**src/rtl/obp_pkg.sv**
```systemverilog
// Shared types, constants and codes for the online bin packing block.
`default_nettype none

package obp_pkg;

  // Sizing
  localparam int MAX_BINS    = 64;
  localparam int WEIGHT_BITS = 16;
  localparam int BIN_W       = (MAX_BINS > 1) ? $clog2(MAX_BINS) : 1;
  localparam int CNT_W       = $clog2(MAX_BINS + 1);

  // Field widths of the channels
  localparam int WEIGHT_W  = 16;
  localparam int ROOM_W    = 16;
  localparam int OUT_IDX_W = 6;
  localparam int OUT_CNT_W = 7;
  localparam int CFG_ADDR_W = 1;
  localparam int CFG_DATA_W = 16;

  localparam logic [WEIGHT_W-1:0] WEIGHT_MASK =
    WEIGHT_W'((64'd1 << WEIGHT_BITS) - 64'd1);

  // Register indexes
  localparam logic [CFG_ADDR_W-1:0] CFG_CAPACITY = 1'b0;
  localparam logic [CFG_ADDR_W-1:0] CFG_MODE     = 1'b1;

  localparam logic [ROOM_W-1:0] CAPACITY_RST = 16'd100;

  // Fit modes; the unused code behaves as best fit
  localparam logic [1:0] FIT_NEXT  = 2'd0;
  localparam logic [1:0] FIT_FIRST = 2'd1;
  localparam logic [1:0] FIT_BEST  = 2'd2;

  typedef enum logic [1:0] {
    ST_PLACED    = 2'd0,
    ST_TOO_HEAVY = 2'd1,
    ST_NO_BINS   = 2'd2
  } status_t;

  typedef struct packed {
    logic [WEIGHT_W-1:0] weight;
    logic                start_req;
  } in_item_t;

  typedef struct packed {
    logic [OUT_IDX_W-1:0] bin_index;
    status_t              status;
    logic [OUT_CNT_W-1:0] bins_used;
  } out_item_t;

  // Controller to datapath
  typedef struct packed {
    logic accept;
    logic eval;
    logic rd_issue;
    logic place;
    logic out_load;
  } ctl_cmd_t;

  // Datapath to controller
  typedef struct packed {
    logic too_heavy;
    logic none_open;
    logic scan_last;
    logic out_busy;
  } dp_sts_t;

endpackage

`default_nettype wire

```
**src/rtl/online_bin_packing.sv**
```systemverilog
// Top level of the online bin packing block: sequencer plus datapath.
// Sequence: accept, evaluate, scan the bins (every open bin for first and best
//   fit, the last opened bin only for next fit), place, deliver; the scan is
//   skipped with no open bin, and an item over capacity goes straight to deliver.
// A new item is taken only once the last result is loaded into the output
//   register; the single read port of the room store is read once per bin in the scan.
// Reset: synchronous, active low; clears the sequencer, bin count and
//   output valid, restores capacity 100 and next fit. Room store not cleared.
`default_nettype none

module online_bin_packing (
  input  wire logic                           clk,
  input  wire logic                           rst_n,
  // Input channel
  input  wire logic                           in_valid,
  output      logic                           in_stall,
  input  wire obp_pkg::in_item_t              in_data,
  // Result channel
  output      logic                           out_valid,
  input  wire logic                           out_stall,
  output      obp_pkg::out_item_t             out_data,
  // Configuration writes
  input  wire logic                           cfg_we,
  input  wire logic [obp_pkg::CFG_ADDR_W-1:0] cfg_addr,
  input  wire logic [obp_pkg::CFG_DATA_W-1:0] cfg_wdata
);
  import obp_pkg::*;

  ctl_cmd_t cmd;
  dp_sts_t  sts;

  // Sequencer: takes a transfer only when idle, holds the result in DONE
  // until the output register is free.
  obp_ctrl u_ctrl (
    .clk      (clk),
    .rst_n    (rst_n),
    .in_valid (in_valid),
    .in_stall (in_stall),
    .sts      (sts),
    .cmd      (cmd)
  );

  // Datapath: room store, pipelined scan compare (each read is compared in the cycle
  // after it is issued), write-back and output register.
  obp_dp u_dp (
    .clk       (clk),
    .rst_n     (rst_n),
    .in_data   (in_data),
    .out_stall (out_stall),
    .out_valid (out_valid),
    .out_data  (out_data),
    .cfg_we    (cfg_we),
    .cfg_addr  (cfg_addr),
    .cfg_wdata (cfg_wdata),
    .cmd       (cmd),
    .sts       (sts)
  );

  // An accepted transfer blocks the next one until its result is loaded for output
  a_accept_blocks: assert property (@(posedge clk) disable iff (!rst_n)
    (in_valid && !in_stall) |=> in_stall)
    else $error("input taken again directly after a transfer");

  // Sequencer issues at most one command per cycle
  a_cmd_onehot: assert property (@(posedge clk) disable iff (!rst_n)
    $onehot0({cmd.accept, cmd.eval, cmd.rd_issue, cmd.place, cmd.out_load}))
    else $error("more than one sequencer command at once");

  // Error results always name bin zero
  a_err_index: assert property (@(posedge clk) disable iff (!rst_n)
    (out_valid && (out_data.status != ST_PLACED)) |-> (out_data.bin_index == '0))
    else $error("error result with non-zero bin index");

  // A new result is only loaded when the output register was free
  a_out_load: assert property (@(posedge clk) disable iff (!rst_n)
    cmd.out_load |-> !(out_valid && out_stall))
    else $error("result overwrote a stalled transfer");

endmodule

`default_nettype wire

```
**src/rtl/obp_ram.sv**
```systemverilog
// Generic simple dual-port RAM with registered read.
`default_nettype none

module obp_ram #(
  parameter int WIDTH = 16,
  parameter int DEPTH = 64
) (
  input  wire logic                     clk,
  input  wire logic                     we,
  input  wire logic [$clog2(DEPTH)-1:0] waddr,
  input  wire logic [WIDTH-1:0]         wdata,
  input  wire logic                     re,
  input  wire logic [$clog2(DEPTH)-1:0] raddr,
  output      logic [WIDTH-1:0]         rdata
);

  logic [WIDTH-1:0] mem [DEPTH];

  always_ff @(posedge clk) begin
    if (we) begin
      mem[waddr] <= wdata;
    end
    if (re) begin
      rdata <= mem[raddr];
    end
  end

endmodule

`default_nettype wire

```
**src/rtl/obp_ctrl.sv**
```systemverilog
// Sequencer for the bin packing block: accept, evaluate, scan, place, deliver.
`default_nettype none

module obp_ctrl (
  input  wire logic              clk,
  input  wire logic              rst_n,
  input  wire logic              in_valid,
  output      logic              in_stall,
  input  wire obp_pkg::dp_sts_t  sts,
  output      obp_pkg::ctl_cmd_t cmd
);
  import obp_pkg::*;

  typedef enum logic [5:0] {
    S_IDLE  = 6'b000001,
    S_EVAL  = 6'b000010,
    S_SCAN  = 6'b000100,
    S_DRAIN = 6'b001000,
    S_PLACE = 6'b010000,
    S_DONE  = 6'b100000
  } state_t;

  state_t state_r, state_nxt;

  always_comb begin
    state_nxt = state_r;
    cmd       = '0;
    unique case (state_r)
      S_IDLE: begin
        if (in_valid) begin
          cmd.accept = 1'b1;
          state_nxt  = S_EVAL;
        end
      end
      S_EVAL: begin
        cmd.eval = 1'b1;
        if (sts.too_heavy) begin
          state_nxt = S_DONE;
        end else if (sts.none_open) begin
          state_nxt = S_PLACE;
        end else begin
          state_nxt = S_SCAN;
        end
      end
      S_SCAN: begin
        cmd.rd_issue = 1'b1;
        if (sts.scan_last) begin
          state_nxt = S_DRAIN;
        end
      end
      S_DRAIN: begin
        state_nxt = S_PLACE;
      end
      S_PLACE: begin
        cmd.place = 1'b1;
        state_nxt = S_DONE;
      end
      S_DONE: begin
        if (!sts.out_busy) begin
          cmd.out_load = 1'b1;
          state_nxt    = S_IDLE;
        end
      end
      default: begin
        state_nxt = S_IDLE;
      end
    endcase
  end

  always_ff @(posedge clk) begin
    if (!rst_n) begin
      state_r <= S_IDLE;
    end else begin
      state_r <= state_nxt;
    end
  end

  assign in_stall = (state_r != S_IDLE);

endmodule

`default_nettype wire

```
**src/rtl/obp_dp.sv**
```systemverilog
// Datapath of the bin packing block: registers, room store, scan compare, result.
`default_nettype none

module obp_dp (
  input  wire logic                               clk,
  input  wire logic                               rst_n,
  input  wire obp_pkg::in_item_t                  in_data,
  input  wire logic                               out_stall,
  output      logic                               out_valid,
  output      obp_pkg::out_item_t                 out_data,
  input  wire logic                               cfg_we,
  input  wire logic [obp_pkg::CFG_ADDR_W-1:0]     cfg_addr,
  input  wire logic [obp_pkg::CFG_DATA_W-1:0]     cfg_wdata,
  input  wire obp_pkg::ctl_cmd_t                  cmd,
  output      obp_pkg::dp_sts_t                   sts
);
  import obp_pkg::*;

  logic [ROOM_W-1:0]   cap_r;
  logic [1:0]          mode_r;
  logic [WEIGHT_W-1:0] w_r;
  logic [CNT_W-1:0]    open_bins_r;
  logic [BIN_W-1:0]    cur_bin_r;
  logic [BIN_W-1:0]    scan_idx_r;
  logic [BIN_W-1:0]    scan_end_r;
  logic                cmp_v_r;
  logic [BIN_W-1:0]    cmp_idx_r;
  logic                found_r;
  logic [BIN_W-1:0]    pick_r;
  logic [ROOM_W-1:0]   best_r;
  out_item_t           res_r;
  logic                out_valid_r;
  out_item_t           out_data_r;

  logic [ROOM_W-1:0]   rd_room;
  logic                best_mode;
  logic                take;
  logic                full;
  logic                ram_we;
  logic [BIN_W-1:0]    ram_waddr;
  logic [ROOM_W-1:0]   ram_wdata;
  logic [BIN_W-1:0]    new_bin;
  logic [CNT_W-1:0]    open_inc;

  obp_ram #(
    .WIDTH (ROOM_W),
    .DEPTH (MAX_BINS)
  ) u_room (
    .clk   (clk),
    .we    (ram_we),
    .waddr (ram_waddr),
    .wdata (ram_wdata),
    .re    (cmd.rd_issue),
    .raddr (scan_idx_r),
    .rdata (rd_room)
  );

  assign best_mode = (mode_r != FIT_NEXT) && (mode_r != FIT_FIRST);
  assign take      = cmp_v_r && (rd_room >= ROOM_W'(w_r)) &&
                     (!found_r || (best_mode && (rd_room < best_r)));
  assign full      = (open_bins_r >= CNT_W'(MAX_BINS));
  assign new_bin   = open_bins_r[BIN_W-1:0];
  assign open_inc  = CNT_W'(open_bins_r + 1'b1);

  assign ram_we    = cmd.place && (found_r || !full);
  assign ram_waddr = found_r ? pick_r : new_bin;
  assign ram_wdata = found_r ? (best_r - ROOM_W'(w_r)) : (cap_r - ROOM_W'(w_r));

  assign sts.too_heavy = (ROOM_W'(w_r) > cap_r);
  assign sts.none_open = (open_bins_r == '0);
  assign sts.scan_last = (scan_idx_r == scan_end_r);
  assign sts.out_busy  = out_valid_r && out_stall;

  // Control state: configuration, bin bookkeeping, output valid
  always_ff @(posedge clk) begin
    if (!rst_n) begin
      cap_r       <= CAPACITY_RST;
      mode_r      <= FIT_NEXT;
      open_bins_r <= '0;
      cur_bin_r   <= '0;
      cmp_v_r     <= 1'b0;
      found_r     <= 1'b0;
      out_valid_r <= 1'b0;
    end else begin
      if (cfg_we) begin
        if (cfg_addr == CFG_CAPACITY) begin
          cap_r <= cfg_wdata;
        end else begin
          mode_r <= cfg_wdata[1:0];
        end
      end
      if (cmd.accept && in_data.start_req) begin
        open_bins_r <= '0;
        cur_bin_r   <= '0;
      end
      if (cmd.place && !found_r && !full) begin
        open_bins_r <= open_inc;
        cur_bin_r   <= new_bin;
      end
      cmp_v_r <= cmd.rd_issue;
      if (cmd.eval) begin
        found_r <= 1'b0;
      end else if (take) begin
        found_r <= 1'b1;
      end
      if (cmd.out_load) begin
        out_valid_r <= 1'b1;
      end else if (!out_stall) begin
        out_valid_r <= 1'b0;
      end
    end
  end

  // Payload
  always_ff @(posedge clk) begin
    if (cmd.accept) begin
      w_r <= in_data.weight & WEIGHT_MASK;
    end
    if (cmd.eval) begin
      // Next fit looks at the last opened bin only
      if (mode_r == FIT_NEXT) begin
        scan_idx_r <= cur_bin_r;
        scan_end_r <= cur_bin_r;
      end else begin
        scan_idx_r <= '0;
        scan_end_r <= BIN_W'(open_bins_r - 1'b1);
      end
      if (sts.too_heavy) begin
        res_r <= '{bin_index: '0, status: ST_TOO_HEAVY,
                   bins_used: OUT_CNT_W'(open_bins_r)};
      end
    end
    if (cmd.rd_issue) begin
      scan_idx_r <= BIN_W'(scan_idx_r + 1'b1);
      cmp_idx_r  <= scan_idx_r;
    end
    if (take) begin
      pick_r <= cmp_idx_r;
      best_r <= rd_room;
    end
    if (cmd.place) begin
      if (found_r) begin
        res_r <= '{bin_index: OUT_IDX_W'(pick_r), status: ST_PLACED,
                   bins_used: OUT_CNT_W'(open_bins_r)};
      end else if (full) begin
        res_r <= '{bin_index: '0, status: ST_NO_BINS,
                   bins_used: OUT_CNT_W'(open_bins_r)};
      end else begin
        res_r <= '{bin_index: OUT_IDX_W'(new_bin), status: ST_PLACED,
                   bins_used: OUT_CNT_W'(open_inc)};
      end
    end
    if (cmd.out_load) begin
      out_data_r <= res_r;
    end
  end

  assign out_valid = out_valid_r;
  assign out_data  = out_data_r;

endmodule

`default_nettype wire
```
**config.mk**
```make
export PLATFORM = sky130hd
export DESIGN_NAME = online_bin_packing
export DESIGN_NICKNAME = d
export VERILOG_FILES = /design/src/rtl/obp_pkg.sv /design/src/rtl/online_bin_packing.sv /design/src/rtl/obp_ram.sv /design/src/rtl/obp_ctrl.sv /design/src/rtl/obp_dp.sv
export SDC_FILE = /design/constraint.sdc
export NUM_CORES = 1
export LEC_CHECK = 0
export ABC_CLOCK_PERIOD_IN_PS = 13600
export BUFFER_PORTS_ARGS = -buffer_cell sky130_fd_sc_hd__buf_4
export CAP_MARGIN = 20
export CORE_ASPECT_RATIO = 2
export CORE_MARGIN = 5
export CORE_UTILIZATION = 43
export DETAILED_ROUTE_END_ITERATION = 6
export PLACE_DENSITY = 0.64
export SLEW_MARGIN = 10
export SYNTH_ARGS = -nofsm -noshare
export SYNTH_HDL_FRONTEND = slang
export SYNTH_SLANG_ARGS = --single-unit
```
**constraint.sdc**
```tcl
create_clock -name clk -period 13.6 [get_ports clk]
set_input_delay 0 -clock clk [delete_from_list [all_inputs] [get_ports clk]]
set_output_delay 0 -clock clk [all_outputs]
set_load 0.02 [all_outputs]
```
==> Word level (Yosys, flattened, before mapping) <==
Memory sizes are Yosys's and may differ from the RTL's. A register that Yosys moved wholly into a read port is not among the register bits.
Index checks and enable logic that the tools add are counted.
{ "word_totals": {"ff_bits": 126, "latchBits": 0, "ramBits": 1024, "mem_bits_ro": 0, "input_bits": 39, "output_inout_bits": 17, "wordCells": 102, "memories": 1} }
{ "op_classes": {"n_addsub": 5, "mul": 0, "div": 0, "order_cmp": 4, "n_eq_ne": 13, "n_shift": 0, "mux": 32, "bitwise_logic": 2, "reduce_logical": 25} }
{ "mem_list": {"columns": ["memory", "words", "width", "read_ports", "rd_clocked_by_memory_dff", "write_ports", "line_no", "source"], "rows": [
  ["u_dp.u_room.mem", 64, 16, 1, 1, 1, "obp_ram.sv:17", "logic [WIDTH-1:0] mem [DEPTH];"]
]} }
{ "op_table": {"columns": ["cell", "n"], "rows": [
  ["$mux 15", 5],
  ["$mux 6", 11],
  ["$pmux 6 s6", 1],
  ["$sub 16x16->16", 2],
  ["$ge 16x16->1", 1],
  ["$gt 16x16->1", 1],
  ["$lt 16x16->1", 1],
  ["$mux 16", 1],
  ["$mux 7", 2],
  ["$mux 1", 11],
  ["$reduce_bool 2->1", 5],
  ["$logic_and 1x1->1", 9],
  ["$add 7x1->7 const B", 1],
  ["$ge 7x7->1 const B", 1],
  ["$logic_not 7->1", 1],
  ["$add 6x1->6 const B", 1],
  ["$eq 6x1->1 const B", 1],
  ["$eq 6x2->1 const B", 1],
  ["$eq 6x3->1 const B", 1],
  ["$eq 6x4->1 const B", 1],
  ["$eq 6x5->1 const B", 1],
  ["$eq 6x6->1", 1],
  ["$eq 6x6->1 const B", 1],
  ["$ne 2x2->1 const B", 3],
  ["other kinds (11)", 17]
]} }

==> Logic depth before layout (Yosys ltp) <==
{ "logic_depth": {"word_depth": 6, "mapped_depth": 10, "depth_no_buf": 10} }

==> Modules after synthesis <==
From an unflattened synthesis, not the netlist that was laid out.
{ "hier_totals": {"cells_unflattened": 2563, "hier_area_um2": 47565.6} }
{ "modules_own_cells": {"columns": ["mod", "instances", "cells_per_inst", "area_each_um2", "seq_area_each_um2"], "rows": [
  ["obp_ram", 1, 1829, 40202.3, 31230.0],
  ["obp_dp", 1, 687, 6942.9, 3263.1],
  ["obp_ctrl", 1, 47, 420.4, 120.1]
]} }

==> Worst setup path before layout <==
Ideal clock, no wire load.
{ "synth_timing": {"kind": "flip-flop to flip-flop", "start": "register u_dp.w_r[12]", "end": "memory u_dp.u_room.mem[0][15] (data pin)", "setup_time_ns": 1.283, "arrival_ns": 7.368, "t_required_ns": 12.317, "setup_slack_ns": 4.949, "stages_incl_launch_ff": 10, "path_buffers": 1, "synth_period_minus_slack_ns": 8.651, "cell_sequence": "edfxtp_1 > inv_1 > ha_1 > clkbuf_1 > and3_1 > a221o_1 > a21o_1 > a21oi_1 > a21oi_1 > a2111oi_0"} }
{ "synth_between": {"elab_chain_cells": 2, "word_cells_on_any_way": 3, "classes_between": "add/sub: 2; mux: 1"} }
{ "synth_rtl": {"columns": ["item", "line_no", "source"], "rows": [
  ["start, declared", "obp_dp.sv:21", "logic [WEIGHT_W-1:0] w_r;"],
  ["start signal, assigned", "obp_dp.sv:117", "w_r <= in_data.weight & WEIGHT_MASK;"],
  ["$sub 16x16->16", "obp_dp.sv:67", "assign ram_wdata = found_r ? (best_r - ROOM_W'(w_r)) : (cap_r - ROOM_W'(w_r));"],
  ["$mux 16 (*)", "obp_dp.sv:67", null],
  ["via u_dp.ram_wdata[15]", "obp_dp.sv:41", "logic [ROOM_W-1:0] ram_wdata;"],
  ["end, declared", "obp_ram.sv:17", null]
]} }
The timed path passes the listed nets; every way through them passes the cells marked *.

==> impl_metrics.csv <==
group,metric,value,unit
clock_network,cts.sink_count,1166,
clock_network,cts_buffers,92,
sta,relSlewSlack,23.1,%
yosys,ys_ff_latch,1166,
yosys,syn_nets,2427,
sta,finalHoldViolCount,0,
clock_network,cts_max_level,3,
floorplanning,row_count,171,
sta,finalClockSkew,24.0,ps
floorplanning,io_pins,56,
global_routing,track_usage,19.9,%
power_and_ir_drop,seq_power_share,56.6,%
critical_path,path_class,"flip-flop to flip-flop",
layout,area_growth,13.5,%
sta,fin_tns_setup,0,ps
detailed_routing,drt_iter0_drc,1814,
clock_network,clk_latency,680,ps
place,post-dp-hpwl,74100,um
clock_network,clockBufferDepth,3,
layout,layout.cells.non_filler,3986,
global_routing,antenna_found_initial,1,
global_routing,grt_pass1_wl,170000,um
detailed_routing,via_count,23300,
detailed_routing,vias_per_cell,5.84,
floorplanning,fp.dieW,243,um
sta,tightestPinTransition,1150,ps
floorplanning,start_util,43.2,%
yosys,yosysWarnings,0,
floorplanning,die_h,476,um
layout,drive_above_1_share,24.6,%
critical_path,path_max_fanout,124,
critical_path,end_kind,"flip-flop",
critical_path,cp.required,14000,ps
floorplanning,design.die.area,116000,um^2
run_status,status,"completed",
detailed_routing,drc,0,
place,place_ws,8420,ps
clock_network,cts_tree,"yes",
global_routing,grt_max_degree,125,
power_and_ir_drop,p_int,5.68,mW
yosys,synth_cell_types,58,
critical_path,critPathArrivalTime,5220,ps
sta,clock.fmax,207,MHz
sta,fin_crit_sh,35.5,%
floorplanning,coreArea,108000,um^2
yosys,synth_area_per_cell,20.1,um^2
layout,layout_commonest_cell,"edfxtp_1",
clock_network,cts.clk_slew.worst_paths,70,ps
clock_network,cts_setup_buffers,0,
global_routing,grt_pass1_vias,24800,
power_and_ir_drop,p_leak,17.1,nW
power_and_ir_drop,total_power,7.24,mW
sta,setup_viol,0,
sta,fin_ws,8780,ps
yosys,syn_area,46700,um^2
detailed_routing,routedWlPerCell,29.1,um
power_and_ir_drop,ir_drop,0.000107,V
clock_network,clockRootBuffer,"clkbuf_16",
detailed_routing,ant_nets,0,
layout,n_fill_cell,8641,
global_routing,grt_overflow,0,
layout,nets,2637,
yosys,ys_seq_area_share,74.1,%
power_and_ir_drop,p_sw,1.56,mW
yosys,synth-main-ff-cell,"edfxtp_1",
critical_path,crit_path_start_kind,"flip-flop",
detailed_routing,first_pass_iters,5,
place,port_buffers,55,
layout,mostFrequentLayoutCells,"edfxtp_1 (1126), mux4_2 (320), buf_4 (153), nand2_1 (114), nor2_1 (114)",
power_and_ir_drop,power_density,137,nW/um^2
sta,min_period,4820,ps
yosys,synthCells,2319,
power_and_ir_drop,combPwrFrac,6.0,%
power_and_ir_drop,p_sw_share,21.5,%
sta,grt_setup_unrepaired,"false",
worst_hold_path,hold_path.class,"input pin to flip-flop",
sta,slew_viol_final,0,
place,gp_congestion,0.894,
yosys,synth-edff-count,1126,
power_and_ir_drop,clock_power_share,37.4,%
place,placed_cells,3750,
yosys,synthArstFlopShare,0,%
flow_run,max_cap_violations,0,
detailed_routing,wirelength,116000,um
==> flip-flops by register name, summed over array words and instances (netlist names) <==
signal and flops:
u_ctrl.state_r 6, u_dp.best_r 16, u_dp.cap_r 16, u_dp.cmp_idx_r 6, u_dp.cmp_v_r 1, u_dp.cur_bin_r 6, u_dp.found_r 1, u_dp.mode_r 2
u_dp.open_bins_r 7, u_dp.out_data 15, u_dp.out_valid 1, u_dp.pick_r 6, u_dp.res_r 15, u_dp.scan_end_r 6, u_dp.scan_idx_r 6, u_dp.u_room.mem 1024
u_dp.u_room.rdata 16, u_dp.w_r 16
==> synth_stat cells (all sizes together), types with 7 or more instances <==
master	n	area share, %
dfxtp	40	1.7
edfxtp	1126	72
o31ai	8	0.13
and3	10	0.13
nor2b	9	0.12
a21o	16	0.26
mux4	320	15
nor3	17	0.18
buf	43	0.53
o21ai	44	0.47
xnor2	16	0.30
nand2	114	0.92
ha	67	1.8
a21oi	55	0.59
nand4	7	0.094
xor2	18	0.34
mux2i	8	0.17
inv	54	0.43
nand3	28	0.30
clkbuf	64	0.51
a22oi	40	0.64
nor2	120	0.96
o21a	9	0.14
==> logic make-up after synthesis <==
kind of cell             Yosys count  share of synthesized area [%]
AND/OR/NAND/NOR                  338                           3.19
flip-flops                      1166                           74.1
adder cells (fa/ha/maj)           69                           1.88
buffers and inverters            161                           1.48
XOR/XNOR                          34                          0.637
AO/OA/AOI/OAI                    223                           3.14
multiplexers                     328                           15.6
==> through the flow <==
step           instance area [um^2]  hold slack, ps  util (%)
6_report                      53000            49.6      49.0
4_1_cts                       53000            1.09      48.9
3_5_place_dp                  49300             179      45.6
3_3_place_gp                  49300             179      45.6
2_1_floorplan                 46700            98.9         -
5_1_grt                       53000            17.7      49.0
==> worst paths after layout <==
path                           start              endpoint  slack, ps  cells past startpoint
hold / removal            in_data[6]           u_dp.w_r[5]         50                      2
setup / recovery  u_dp.scan_idx_r[0]  u_dp.u_room.rdata[9]       8780                      8
hold reg to reg        u_dp.res_r[0]      u_dp.out_data[0]        420                      0
setup reg to reg  u_dp.scan_idx_r[0]  u_dp.u_room.rdata[9]       8780                      8
==> cell type report <==
type,count,area (um^2),share of cell area [%]
repair buffers,223,1900,3.59
inverters,54,203,0.382
multi-input cells,992,11600,21.9
well taps,1384,1730,3.26
flip-flops and latches,1166,34600,65.3
clock buffers,112,2440,4.60
clock inverters,54,533,1.00
diodes,1,2.50,0.00472
==> critical path, stage by stage, from the launching register on <==
cell	delay [ps]
edfxtp_1	380
buf_12	680
buf_4	520
buf_16	290
buf_4	710
mux4_2	640
mux4_2	460
a22oi_1	470
nand2_1	140
==> layer usage <==
layer	part of all wire [%]	up-vias	GRT usage [%]
met5	0	-	0
met3	4.2	218	2.76
met2	56	706	37.7
met4	7.5	0	12.4
met1	32	12400	20.5
li1	-	9937	-
==> power by group through the flow <==
| stage | registers, mW | logic, mW | clock network, mW |
|---|---|---|---|
| after global routing | 4.10 | 0.463 | 2.90 |
| after CTS | 4.10 | 0.432 | 2.76 |
| after global placement | 4.18 | 0.394 | 0 |
| after floorplan | 4.20 | 0.219 | 0 |
| final | 4.10 | 0.431 | 2.71 |
| after detailed placement | 4.18 | 0.418 | 0 |
==> timing repair <==
item                      4_1_cts  5_1_grt
hold buffers                   66        0
resized for setup               0        0
hold endpoints to repair       86        0
(Power assumes the default switching activity.)
